--- config.mk ---
export PLATFORM = sky130hd
export DESIGN_NAME = pwm_prescaler_period_search
export DESIGN_NICKNAME = d
export VERILOG_FILES = /design/src/rtl/ppsd_pkg.sv /design/src/rtl/ppsd_div.sv /design/src/rtl/pwm_prescaler_period_search.sv
export SDC_FILE = /design/constraint.sdc
export NUM_CORES = 1
export LEC_CHECK = 0
export BUFFER_PORTS_ARGS = -buffer_cell sky130_fd_sc_hd__buf_2
export CORE_ASPECT_RATIO = 0.5
export CORE_MARGIN = 5
export CORE_UTILIZATION = 45
export DETAILED_ROUTE_END_ITERATION = 12
export SYNTH_ARGS = -nofsm -noshare
export SYNTH_HDL_FRONTEND = slang
export SYNTH_SLANG_ARGS = --single-unit
export TNS_END_PERCENT = 20
--- constraint.sdc ---
create_clock -name clk_i -period 7.3 [get_ports clk_i]
set_input_delay 1.46 -clock clk_i [delete_from_list [all_inputs] [get_ports clk_i]]
set_output_delay 1.46 -clock clk_i [all_outputs]
set_load 0.005 [all_outputs]
--- src/rtl/ppsd_pkg.sv ---
// ----------------------------------------------------------------------------
// ppsd_pkg
// Types and constants of the PWM prescaler/period search.
// ----------------------------------------------------------------------------
`default_nettype none

package ppsd_pkg;

  // Default timer counter width
  localparam int unsigned CounterBitsDef = 16;

  // Operand width of the divider (clock and frequency are 32 bits)
  localparam int unsigned OpW = 32;

  // Reset value of the clock register
  localparam logic [OpW-1:0] ClkResetHz = 32'd64000000;

  // Result status codes
  typedef enum logic [1:0] {
    ST_OK       = 2'd0,
    ST_DISABLED = 2'd1,
    ST_NO_COMBO = 2'd2
  } ppsd_status_e;

  // Search sequencer states
  typedef enum logic [1:0] {
    S_IDLE,
    S_CHECK,
    S_DIV
  } ppsd_state_e;

  // Request to the shared divider
  typedef struct packed {
    logic           start;
    logic [OpW-1:0] dividend;
    logic [OpW-1:0] divisor;
  } ppsd_div_req_t;

  // Response of the shared divider
  typedef struct packed {
    logic           done;
    logic [OpW-1:0] quotient;
  } ppsd_div_rsp_t;

endpackage

`default_nettype wire

--- src/rtl/ppsd_div.sv ---
// ----------------------------------------------------------------------------
// ppsd_div
// Restoring divider, one quotient bit per cycle, 32-bit unsigned operands.
// ----------------------------------------------------------------------------
`default_nettype none

module ppsd_div
  import ppsd_pkg::*;
(
  input  wire logic          clk_i,
  input  wire logic          rst_ni,
  input  wire ppsd_div_req_t req_i,
  output      ppsd_div_rsp_t rsp_o
);

  localparam int unsigned CntW = $clog2(OpW + 1);

  logic [CntW-1:0] cnt_q, cnt_d;
  logic [OpW-1:0]  rem_q, rem_d;
  logic [OpW-1:0]  quo_q, quo_d;
  logic [OpW-1:0]  dvs_q, dvs_d;
  logic            done_q, done_d;

  // Shifted partial remainder and trial subtract
  logic [OpW:0] shifted;
  logic [OpW:0] diff;

  assign shifted = {rem_q, quo_q[OpW-1]};
  assign diff    = shifted - {1'b0, dvs_q};

  always_comb begin
    cnt_d  = cnt_q;
    rem_d  = rem_q;
    quo_d  = quo_q;
    dvs_d  = dvs_q;
    done_d = 1'b0;
    if (req_i.start) begin
      cnt_d = CntW'(OpW);
      rem_d = '0;
      quo_d = req_i.dividend;
      dvs_d = req_i.divisor;
    end else if (cnt_q != '0) begin
      // one quotient bit per cycle
      if (!diff[OpW]) begin
        rem_d = diff[OpW-1:0];
        quo_d = {quo_q[OpW-2:0], 1'b1};
      end else begin
        rem_d = shifted[OpW-1:0];
        quo_d = {quo_q[OpW-2:0], 1'b0};
      end
      cnt_d  = cnt_q - 1'b1;
      done_d = (cnt_q == CntW'(1));
    end
  end

  always_ff @(posedge clk_i or negedge rst_ni) begin
    if (!rst_ni) begin
      cnt_q  <= '0;
      done_q <= 1'b0;
    end else begin
      cnt_q  <= cnt_d;
      done_q <= done_d;
    end
  end

  // Datapath registers
  always_ff @(posedge clk_i) begin
    rem_q <= rem_d;
    quo_q <= quo_d;
    dvs_q <= dvs_d;
  end

  assign rsp_o.done     = done_q;
  assign rsp_o.quotient = quo_q;

endmodule

`default_nettype wire

--- src/rtl/pwm_prescaler_period_search.sv ---
// ----------------------------------------------------------------------------
// pwm_prescaler_period_search
// Finds the first timer prescaler whose auto-reload period fits the counter
// for a requested PWM frequency, with a fixed 50 percent compare value.
// ----------------------------------------------------------------------------
//
//  Channel   Signals                               Direction  Handshake
//  request   start, requested_hz_i, busy           in         start && !busy
//  result    valid_o, prescaler_o, period_o,       out        valid_o, one cycle
//            compare_o, status_o
//  config    psel, penable, pwrite, paddr,         in/out     APB, pready tied high
//            pwdata, prdata, pready
//
//  Frequency zero: the result follows in the cycle after the item is taken.
//  Otherwise each prescaler tried runs a range check that starts the
//  divider, a pass through the bit-serial divider and one decision.
//  busy is high for the whole search; the result receiver cannot stall.
//  Reset sets the clock register to 64 MHz and leaves the block idle.
// ----------------------------------------------------------------------------
`default_nettype none

module pwm_prescaler_period_search
  import ppsd_pkg::*;
#(
  parameter int unsigned COUNTER_BITS = CounterBitsDef
) (
  input  wire logic        clk_i,
  input  wire logic        rst_ni,
  // request
  input  wire logic        start,
  output      logic        busy,
  input  wire logic [31:0] requested_hz_i,
  // result
  output      logic        valid_o,
  output      logic [15:0] prescaler_o,
  output      logic [15:0] period_o,
  output      logic [14:0] compare_o,
  output      logic [1:0]  status_o,
  // configuration
  input  wire logic        psel,
  input  wire logic        penable,
  input  wire logic        pwrite,
  input  wire logic [1:0]  paddr,
  input  wire logic [31:0] pwdata,
  output      logic [31:0] prdata,
  output      logic        pready
);

  localparam int unsigned CB = COUNTER_BITS;
  // Last prescaler tried: 2^CB - 2
  localparam logic [CB-1:0] PscLast = {{(CB-1){1'b1}}, 1'b0};
  // Period (q-1)*2 fits CB bits exactly when q <= 2^(CB-1)
  localparam logic [OpW:0]  QMax = (OpW+1)'(1) << (CB - 1);
  localparam logic [1:0]    AddrClk = 2'd0;

  // Configuration register
  logic [OpW-1:0] clk_hz_q;

  always_ff @(posedge clk_i or negedge rst_ni) begin
    if (!rst_ni) begin
      clk_hz_q <= ClkResetHz;
    end else if (psel && penable && pwrite && pready && (paddr == AddrClk)) begin
      clk_hz_q <= pwdata;
    end
  end

  assign pready = 1'b1;
  assign prdata = (paddr == AddrClk) ? clk_hz_q : '0;

  // Search state
  ppsd_state_e    state_q, state_d;
  logic [OpW-1:0] hz_q, hz_d;
  logic [CB-1:0]  psc_q, psc_d;
  logic [OpW:0]   dvs_q, dvs_d;

  ppsd_div_req_t div_req;
  ppsd_div_rsp_t div_rsp;

  // Result staging
  logic           fin;
  ppsd_status_e   fin_status;
  logic [OpW-1:0] qm1;

  logic           valid_q;
  logic [15:0]    prescaler_q;
  logic [15:0]    period_q;
  logic [14:0]    compare_q;
  ppsd_status_e   status_q;

  assign qm1 = div_rsp.quotient - 1'b1;

  // Sequencer: next state and divider request
  always_comb begin
    state_d          = state_q;
    hz_d             = hz_q;
    psc_d            = psc_q;
    dvs_d            = dvs_q;
    fin              = 1'b0;
    fin_status       = ST_NO_COMBO;
    div_req.start    = 1'b0;
    div_req.dividend = clk_hz_q;
    div_req.divisor  = dvs_q[OpW-1:0];
    unique case (state_q)
      S_IDLE: begin
        if (start) begin
          hz_d  = requested_hz_i;
          psc_d = '0;
          dvs_d = {1'b0, requested_hz_i};
          if (requested_hz_i == '0) begin
            fin        = 1'b1;
            fin_status = ST_DISABLED;
          end else begin
            state_d = S_CHECK;
          end
        end
      end
      S_CHECK: begin
        // divisor above the clock means a zero quotient: search ends
        if (dvs_q > {1'b0, clk_hz_q}) begin
          fin        = 1'b1;
          fin_status = ST_NO_COMBO;
          state_d    = S_IDLE;
        end else begin
          div_req.start = 1'b1;
          state_d       = S_DIV;
        end
      end
      S_DIV: begin
        if (div_rsp.done) begin
          if ({1'b0, div_rsp.quotient} <= QMax) begin
            fin        = 1'b1;
            fin_status = ST_OK;
            state_d    = S_IDLE;
          end else if (psc_q == PscLast) begin
            fin        = 1'b1;
            fin_status = ST_NO_COMBO;
            state_d    = S_IDLE;
          end else begin
            psc_d   = psc_q + 1'b1;
            dvs_d   = dvs_q + {1'b0, hz_q};
            state_d = S_CHECK;
          end
        end
      end
      default: state_d = S_IDLE;
    endcase
  end

  always_ff @(posedge clk_i or negedge rst_ni) begin
    if (!rst_ni) begin
      state_q <= S_IDLE;
      valid_q <= 1'b0;
    end else begin
      state_q <= state_d;
      valid_q <= fin;
    end
  end

  always_ff @(posedge clk_i) begin
    hz_q  <= hz_d;
    psc_q <= psc_d;
    dvs_q <= dvs_d;
  end

  // Result registers; fields are zero unless a combination was found
  always_ff @(posedge clk_i) begin
    if (fin) begin
      status_q <= fin_status;
      if (fin_status == ST_OK) begin
        prescaler_q <= 16'(psc_q);
        period_q    <= {qm1[14:0], 1'b0};
        compare_q   <= qm1[14:0];
      end else begin
        prescaler_q <= '0;
        period_q    <= '0;
        compare_q   <= '0;
      end
    end
  end

  // Shared divider
  ppsd_div u_div (
    .clk_i  (clk_i),
    .rst_ni (rst_ni),
    .req_i  (div_req),
    .rsp_o  (div_rsp)
  );

  assign busy        = (state_q != S_IDLE);
  assign valid_o     = valid_q;
  assign prescaler_o = prescaler_q;
  assign period_o    = period_q;
  assign compare_o   = compare_q;
  assign status_o    = status_q;

endmodule

`default_nettype wire

# Word level (Yosys, flattened, before mapping)
# Cells that the tools add are included.
# word_totals
rom_bits	0
output_inout_bits	84
n_memories	0
elab_cells	85
latchBits	0
inputBits	72
ff_bits	253
mem_bits_rw	0
# classes
n_reduce_logical	14
order_cmp	2
muxes	40
n_shift	0
mul	0
bitwise_logic	0
add_sub_neg	5
div	0
eq_ne	9
# op_table
cell	n
$mux W33	4
$mux W32	4
$pmux W33 S2	1
$mux W16	4
$add A33 B32 Y33	1
$gt A33 B32 Y1	1
$sub A33 B32 Y33	1
$le A32 B16 Y1 const B	1
$logic_not A32 Y1	1
$pmux W16 S2	1
$add A16 B1 Y16 const B	1
$eq A16 B16 Y1 const B	1
$mux W2	8
$sub A15 B1 Y15 const B	1
$mux W1	13
$mux W6	2
$ne A2 B2 Y1 const B	4
$eq A6 B1 Y1 const B	1
$logic_not A2 Y1	3
$pmux W2 S3	1
$reduce_bool A2 Y1	3
$reduce_bool A6 Y1	1
$sub A6 B1 Y6 const B	1
$reduce_and A5 Y1	1
other kinds (8)	10

# Depth between registers and ports, before layout
# depth
ltp_word	5
depth_mapped	14
ltp_nobuf	12

# Hierarchy
# From an unflattened synthesis, not the netlist that was laid out.
# unflattened
hier_cells	1502
area_unflattened_um2	14986.9
# modules_own_cells
mod	seq_area_each_um2	area_each_um2	n_inst	cells_each
pwm_prescaler_period_search	4307.9	9122.5	1	941
ppsd_div	2737.6	5864.4	1	561

# Worst setup path before layout
# No wires, ideal clock.
# synth_timing
path_kind	input -> register
startpoint	in requested_hz_i[8]
endpoint	reg compare_q[0] (netlist: compare_o[0]) (enable)
path_buffers	0
stages	5
slack_ns	2.709
t_arrival_ns	4.155
setup_time_ns	0.436
required_time_ns	6.864
cell_sequence	or4_1 nor4_1 and2_1 a221oi_1 a21oi_1
# synth_between
elab_chain_len	4
# synth_rtl
element	line	rtl
start: declaration	pwm_prescaler_period_search.sv:32	input wire logic [31:0] requested_hz_i,
$logic_not A32 Y1	pwm_prescaler_period_search.sv:109	if (requested_hz_i == '0) begin
$mux W1	pwm_prescaler_period_search.sv:109	
$mux W1	pwm_prescaler_period_search.sv:105	if (start) begin
$pmux W1 S3	pwm_prescaler_period_search.sv:103	unique case (state_q)
net fin	pwm_prescaler_period_search.sv:80	logic fin;
end signal: assignment	pwm_prescaler_period_search.sv:172	compare_q <= qm1[14:0];
end: declaration	pwm_prescaler_period_search.sv:87	logic [14:0] compare_q;
# The timed path passes the listed nets, and every way through them passes these cells.
# A chain may end at the register's enable or synchronous reset.

# Worst setup path in the final report
# layout_timing
startpoint	reg clk_hz_q[25]
endpoint	reg u_div.rem_q[1]
# layout_between
elab_chain_len	3
# layout_rtl
element	line	rtl
start: declaration	pwm_prescaler_period_search.sv:57	logic [OpW-1:0] clk_hz_q;
start signal: assignment	pwm_prescaler_period_search.sv:61	clk_hz_q <= ClkResetHz;
start signal: assignment	pwm_prescaler_period_search.sv:63	clk_hz_q <= pwdata;
$gt A33 B32 Y1	pwm_prescaler_period_search.sv:119	if (dvs_q > {1'b0, clk_hz_q}) begin
$mux W1	pwm_prescaler_period_search.sv:119	
$mux W1	pwm_prescaler_period_search.sv:103	
end signal: assignment	ppsd_div.sv:68	rem_q <= rem_d;
end: declaration	ppsd_div.sv:19	logic [OpW-1:0] rem_q, rem_d;
# No other way between the ends.

==> results.json <==
{
  "synth_area_leaders": "edfxtp_1 (37%), ha_1 (8.7%), dfrtp_1 (6.0%), nand2_1 (5.2%), o21ai_0 (5.1%)",
  "synth_nets": 1672,
  "reg2reg_from": "clk_hz_q[25]",
  "ys.flop_type": "edfxtp_1",
  "ctsHoldBuffers": 0,
  "ys_seq_elements": 252,
  "p_leak_nw": 6.97,
  "row_count": 46,
  "fmaxAchievable_mhz": 244,
  "nets": 1780,
  "yosysTopAreaCell": "edfxtp_1",
  "cts_sinks": 252,
  "die_x_um": 264,
  "critPathLaunchType": "flip-flop",
  "initial_core_util_pct": 45.7,
  "grt_max_degree": 92,
  "area_delta_synth_final_pct": 12.9,
  "dr.pass1.iters": 5,
  "setup_viol": 0,
  "antenna_found_initial": 2,
  "die_y_um": 137,
  "synth_edf_count": 178,
  "grt_pass1_vias": 10953,
  "min_path_cells": 2,
  "cts_made_buffers": 25,
  "fin_util_pct": 51.7,
  "n_antenna_cell": 0,
  "post-route-period-util_pct": 56.2,
  "crit_path_cell_trace": "inv_1, ha_1, nand4b_1, or3_1, nor3_1, nand4_1, o31a_1, or3b_2, buf_4, inv_1, buf_4, nor2_1, a32o_1",
  "io_buffer_count": 153,
  "r2r_cells": 13,
  "cts_setup_buffers": 0,
  "synthCells": 1497,
  "path_delay_family": "simple AND/OR/NAND/NOR gates",
  "maxCapViolCount": 0,
  "vias": 11491,
  "hold_viol": 0,
  "slowest_delay_ps": 510,
  "vias_per_cell": 5.59,
  "clkTransAtPathRegs_ps": 70,
  "wire_per_inst_um": 18.9,
  "grt-ovfl-total": 0,
  "place_congestion": 0.946,
  "relSlewSlack_pct": 26.9,
  "final.setup_skew_ps": 17.0,
  "hold_end": "u_div.rem_q[6]",
  "r2r_slack_ps": 3200,
  "cp.required_ps": 7730,
  "cts.path.max_buffers": 3,
  "fill_cells": 2894,
  "coreArea_um2": 31800,
  "status": "complete, no violations",
  "ioPinCount": 156,
  "yosys.cell_types.count": 74,
  "grt_setup_unrepaired": "no",
  "synthArstFlopShare_pct": 16.7,
  "hpwlAfterDp_um": 28300,
  "drive_gt1_share_pct": 14.3,
  "rr_endpoint": "u_div.rem_q[1]",
  "wl_um": 38800,
  "cts_max_level": 1,
  "endpoint_kind": "flip-flop",
  "crit_arrival_ps": 4530,
  "critPathSlowestCell": "dfstp_2",
  "cts_tree": "yes",
  "finalPower_mw": 7.09,
  "first_iter_violations": 824,
  "crit_buf_inv": 4,
  "crit_type": "flip-flop to flip-flop",
  "hold_class": "flip-flop to flip-flop",
  "ys.warnings.count": 0,
  "clockRootBuffer": "clkbuf_16",
  "worstPathMaxFanout": 91,
  "netlist_area_um2": 14500,
  "synth_area_per_cell_um2": 9.71,
  "grt_pass1_wl_um": 60300,
  "drc": 0,
  "cts.repair.resized": 0,
  "fin_setup_tns_ps": 0,
  "worst_pin_slew_ps": 1100,
  "synth_top_area_share_pct": 36.8,
  "min_period_ps": 4100,
  "powerDensity_nw_per_um2": 432,
  "postRouteAntennaNets": 0,
  "hold_slack_ps": 484,
  "worstSkewPairLatency_ps": 550,
  "hp-start": "u_div.rem_q[5]",
  "die_area_um2": 36200,
  "seq_area_frac_synth_pct": 48.5,
  "ir_drop_uv": 188,
  "slew_violations": 0,
  "track_usage_pct": 20.8
}
-- routing by layer --
layer	GRT usage, %	vias to the layer above	share of wire (%)
met4	4.13	0	1.6
li1	-	5601	-
met1	30.4	5544	49
met5	0	-	0
met3	2.89	49	4.8
met2	33.5	297	45
-- where the power goes --
group	internal [mW]	total, mW	switching (mW)
Sequential	2.14	2.51	0.376
Combinational	1.30	3.22	1.92
Clock	0.785	1.36	0.572
-- how the worst max path moves through the flow --
| stage | end | startpoint | cells past startpoint | slack, ps |
|---|---|---|---|---|
| final | u_div.rem_q[1] | clk_hz_q[25] | 13 | 3200 |
| after global routing | u_div.quo_q[16] | clk_hz_q[25] | 14 | 2980 |
| after CTS | u_div.rem_q[1] | clk_hz_q[25] | 13 | 3220 |
| after detailed placement | u_div.rem_q[0] | clk_hz_q[25] | 13 | 3260 |
| after global placement | u_div.rem_q[0] | clk_hz_q[25] | 13 | 3330 |
| after floorplan | compare_o[0] | requested_hz_i[8] | 5 | 2710 |
-- layout make-up --
type / count / area, um2 / area share, %
Clock buffer: 31 / 658 / 4.01
Clock inverter: 15 / 184 / 1.12
Inverter: 95 / 357 / 2.17
Multi-Input combinational cell: 1069 / 6800 / 41.4
Sequential cell: 252 / 7050 / 42.9
Tap cell: 432 / 541 / 3.29
Timing Repair Buffer: 162 / 833 / 5.08
-- metrics by stage --
stage	cells	area, um2	setup slack [ps]
final	2056	16400	3200
after global routing	2056	16400	2980
after CTS	2056	16400	3220
after detailed placement	2010	15600	3260
after global placement	2010	15600	3330
after floorplan	1497	14500	2710
-- cells in the final DEF, fill, tap and decap left out, types with 6 or more instances in the layout --
cell,n
nor4_1,16
inv_1,95
nor2b_1,7
a211oi_1,12
o31ai_1,6
buf_2,153
o211ai_1,10
nor2_1,74
clkinv_2,6
buf_4,9
a21o_1,37
nor3_1,46
xor2_1,33
or3_1,12
xnor2_1,42
nand4_1,14
dfxtp_1,32
clkbuf_16,25
o21ai_0,149
and2_1,23
dfrtp_1,35
dfstp_2,7
nand3_1,32
ha_1,101
edfxtp_1,178
and3_1,18
a31oi_1,29
nand2_1,201
o21bai_1,11
o21a_1,6
nand2b_1,8
a21oi_1,101
-- worst reg2reg max path: stages, from the launching register on --
cell      delay [ps]
dfstp_2          510
inv_1             70
ha_1             280
nand4b_1          90
or3_1            420
nor3_1           360
nand4_1          130
o31a_1           160
or3b_2           440
buf_4            380
inv_1            200
buf_4            500
nor2_1           180
a32o_1           250
-- cells in the mapped netlist (3+ instances only) --
library cell,n
clkbuf_1,51
a21oi_1,103
o21ai_0,149
o31ai_1,6
o211ai_1,10
nand2_1,201
mux2i_1,3
o31a_1,3
xor2_1,34
a221oi_1,5
o21bai_1,11
o41ai_1,3
nor4_1,16
buf_4,19
nor3_1,46
a21o_1,37
o21a_1,6
nand4_1,14
nand3_1,32
and2_1,23
dfrtp_1,35
xnor2_1,42
or3_1,12
dfstp_2,7
and3_1,18
a21boi_0,3
nand4b_1,3
ha_1,101
a211oi_1,12
a31oi_1,29
buf_2,8
a211o_1,3
a41oi_1,3
or2_2,5
nor2b_1,7
dfxtp_1,32
nand2b_1,9
inv_1,95
edfxtp_1,178
nor2_1,74
-- flip-flops by register name (all words and copies together), names as in the netlist, 16 cells and up --
name         flops
hz_q            32
u_div.rem_q     32
u_div.quo_q     32
prescaler_o     16
dvs_q           33
psc_q           16
u_div.dvs_q     32
clk_hz_q        32
-- logic make-up after synthesis --
kind of cell               count (synthesis)  synth area share, %
DFF                                      252                 48.5
adders and majority gates                103                 8.97
AOI/OAI and AO/OA                        405                 16.7
buffers and inverters                    176                 5.16
and+or+nand+nor                          476                 15.5
xor gates and xnor gates                  77                 4.69
other                                      2               0.0517
muxes                                      6                0.439
Power figures use the tool's default switching activity.
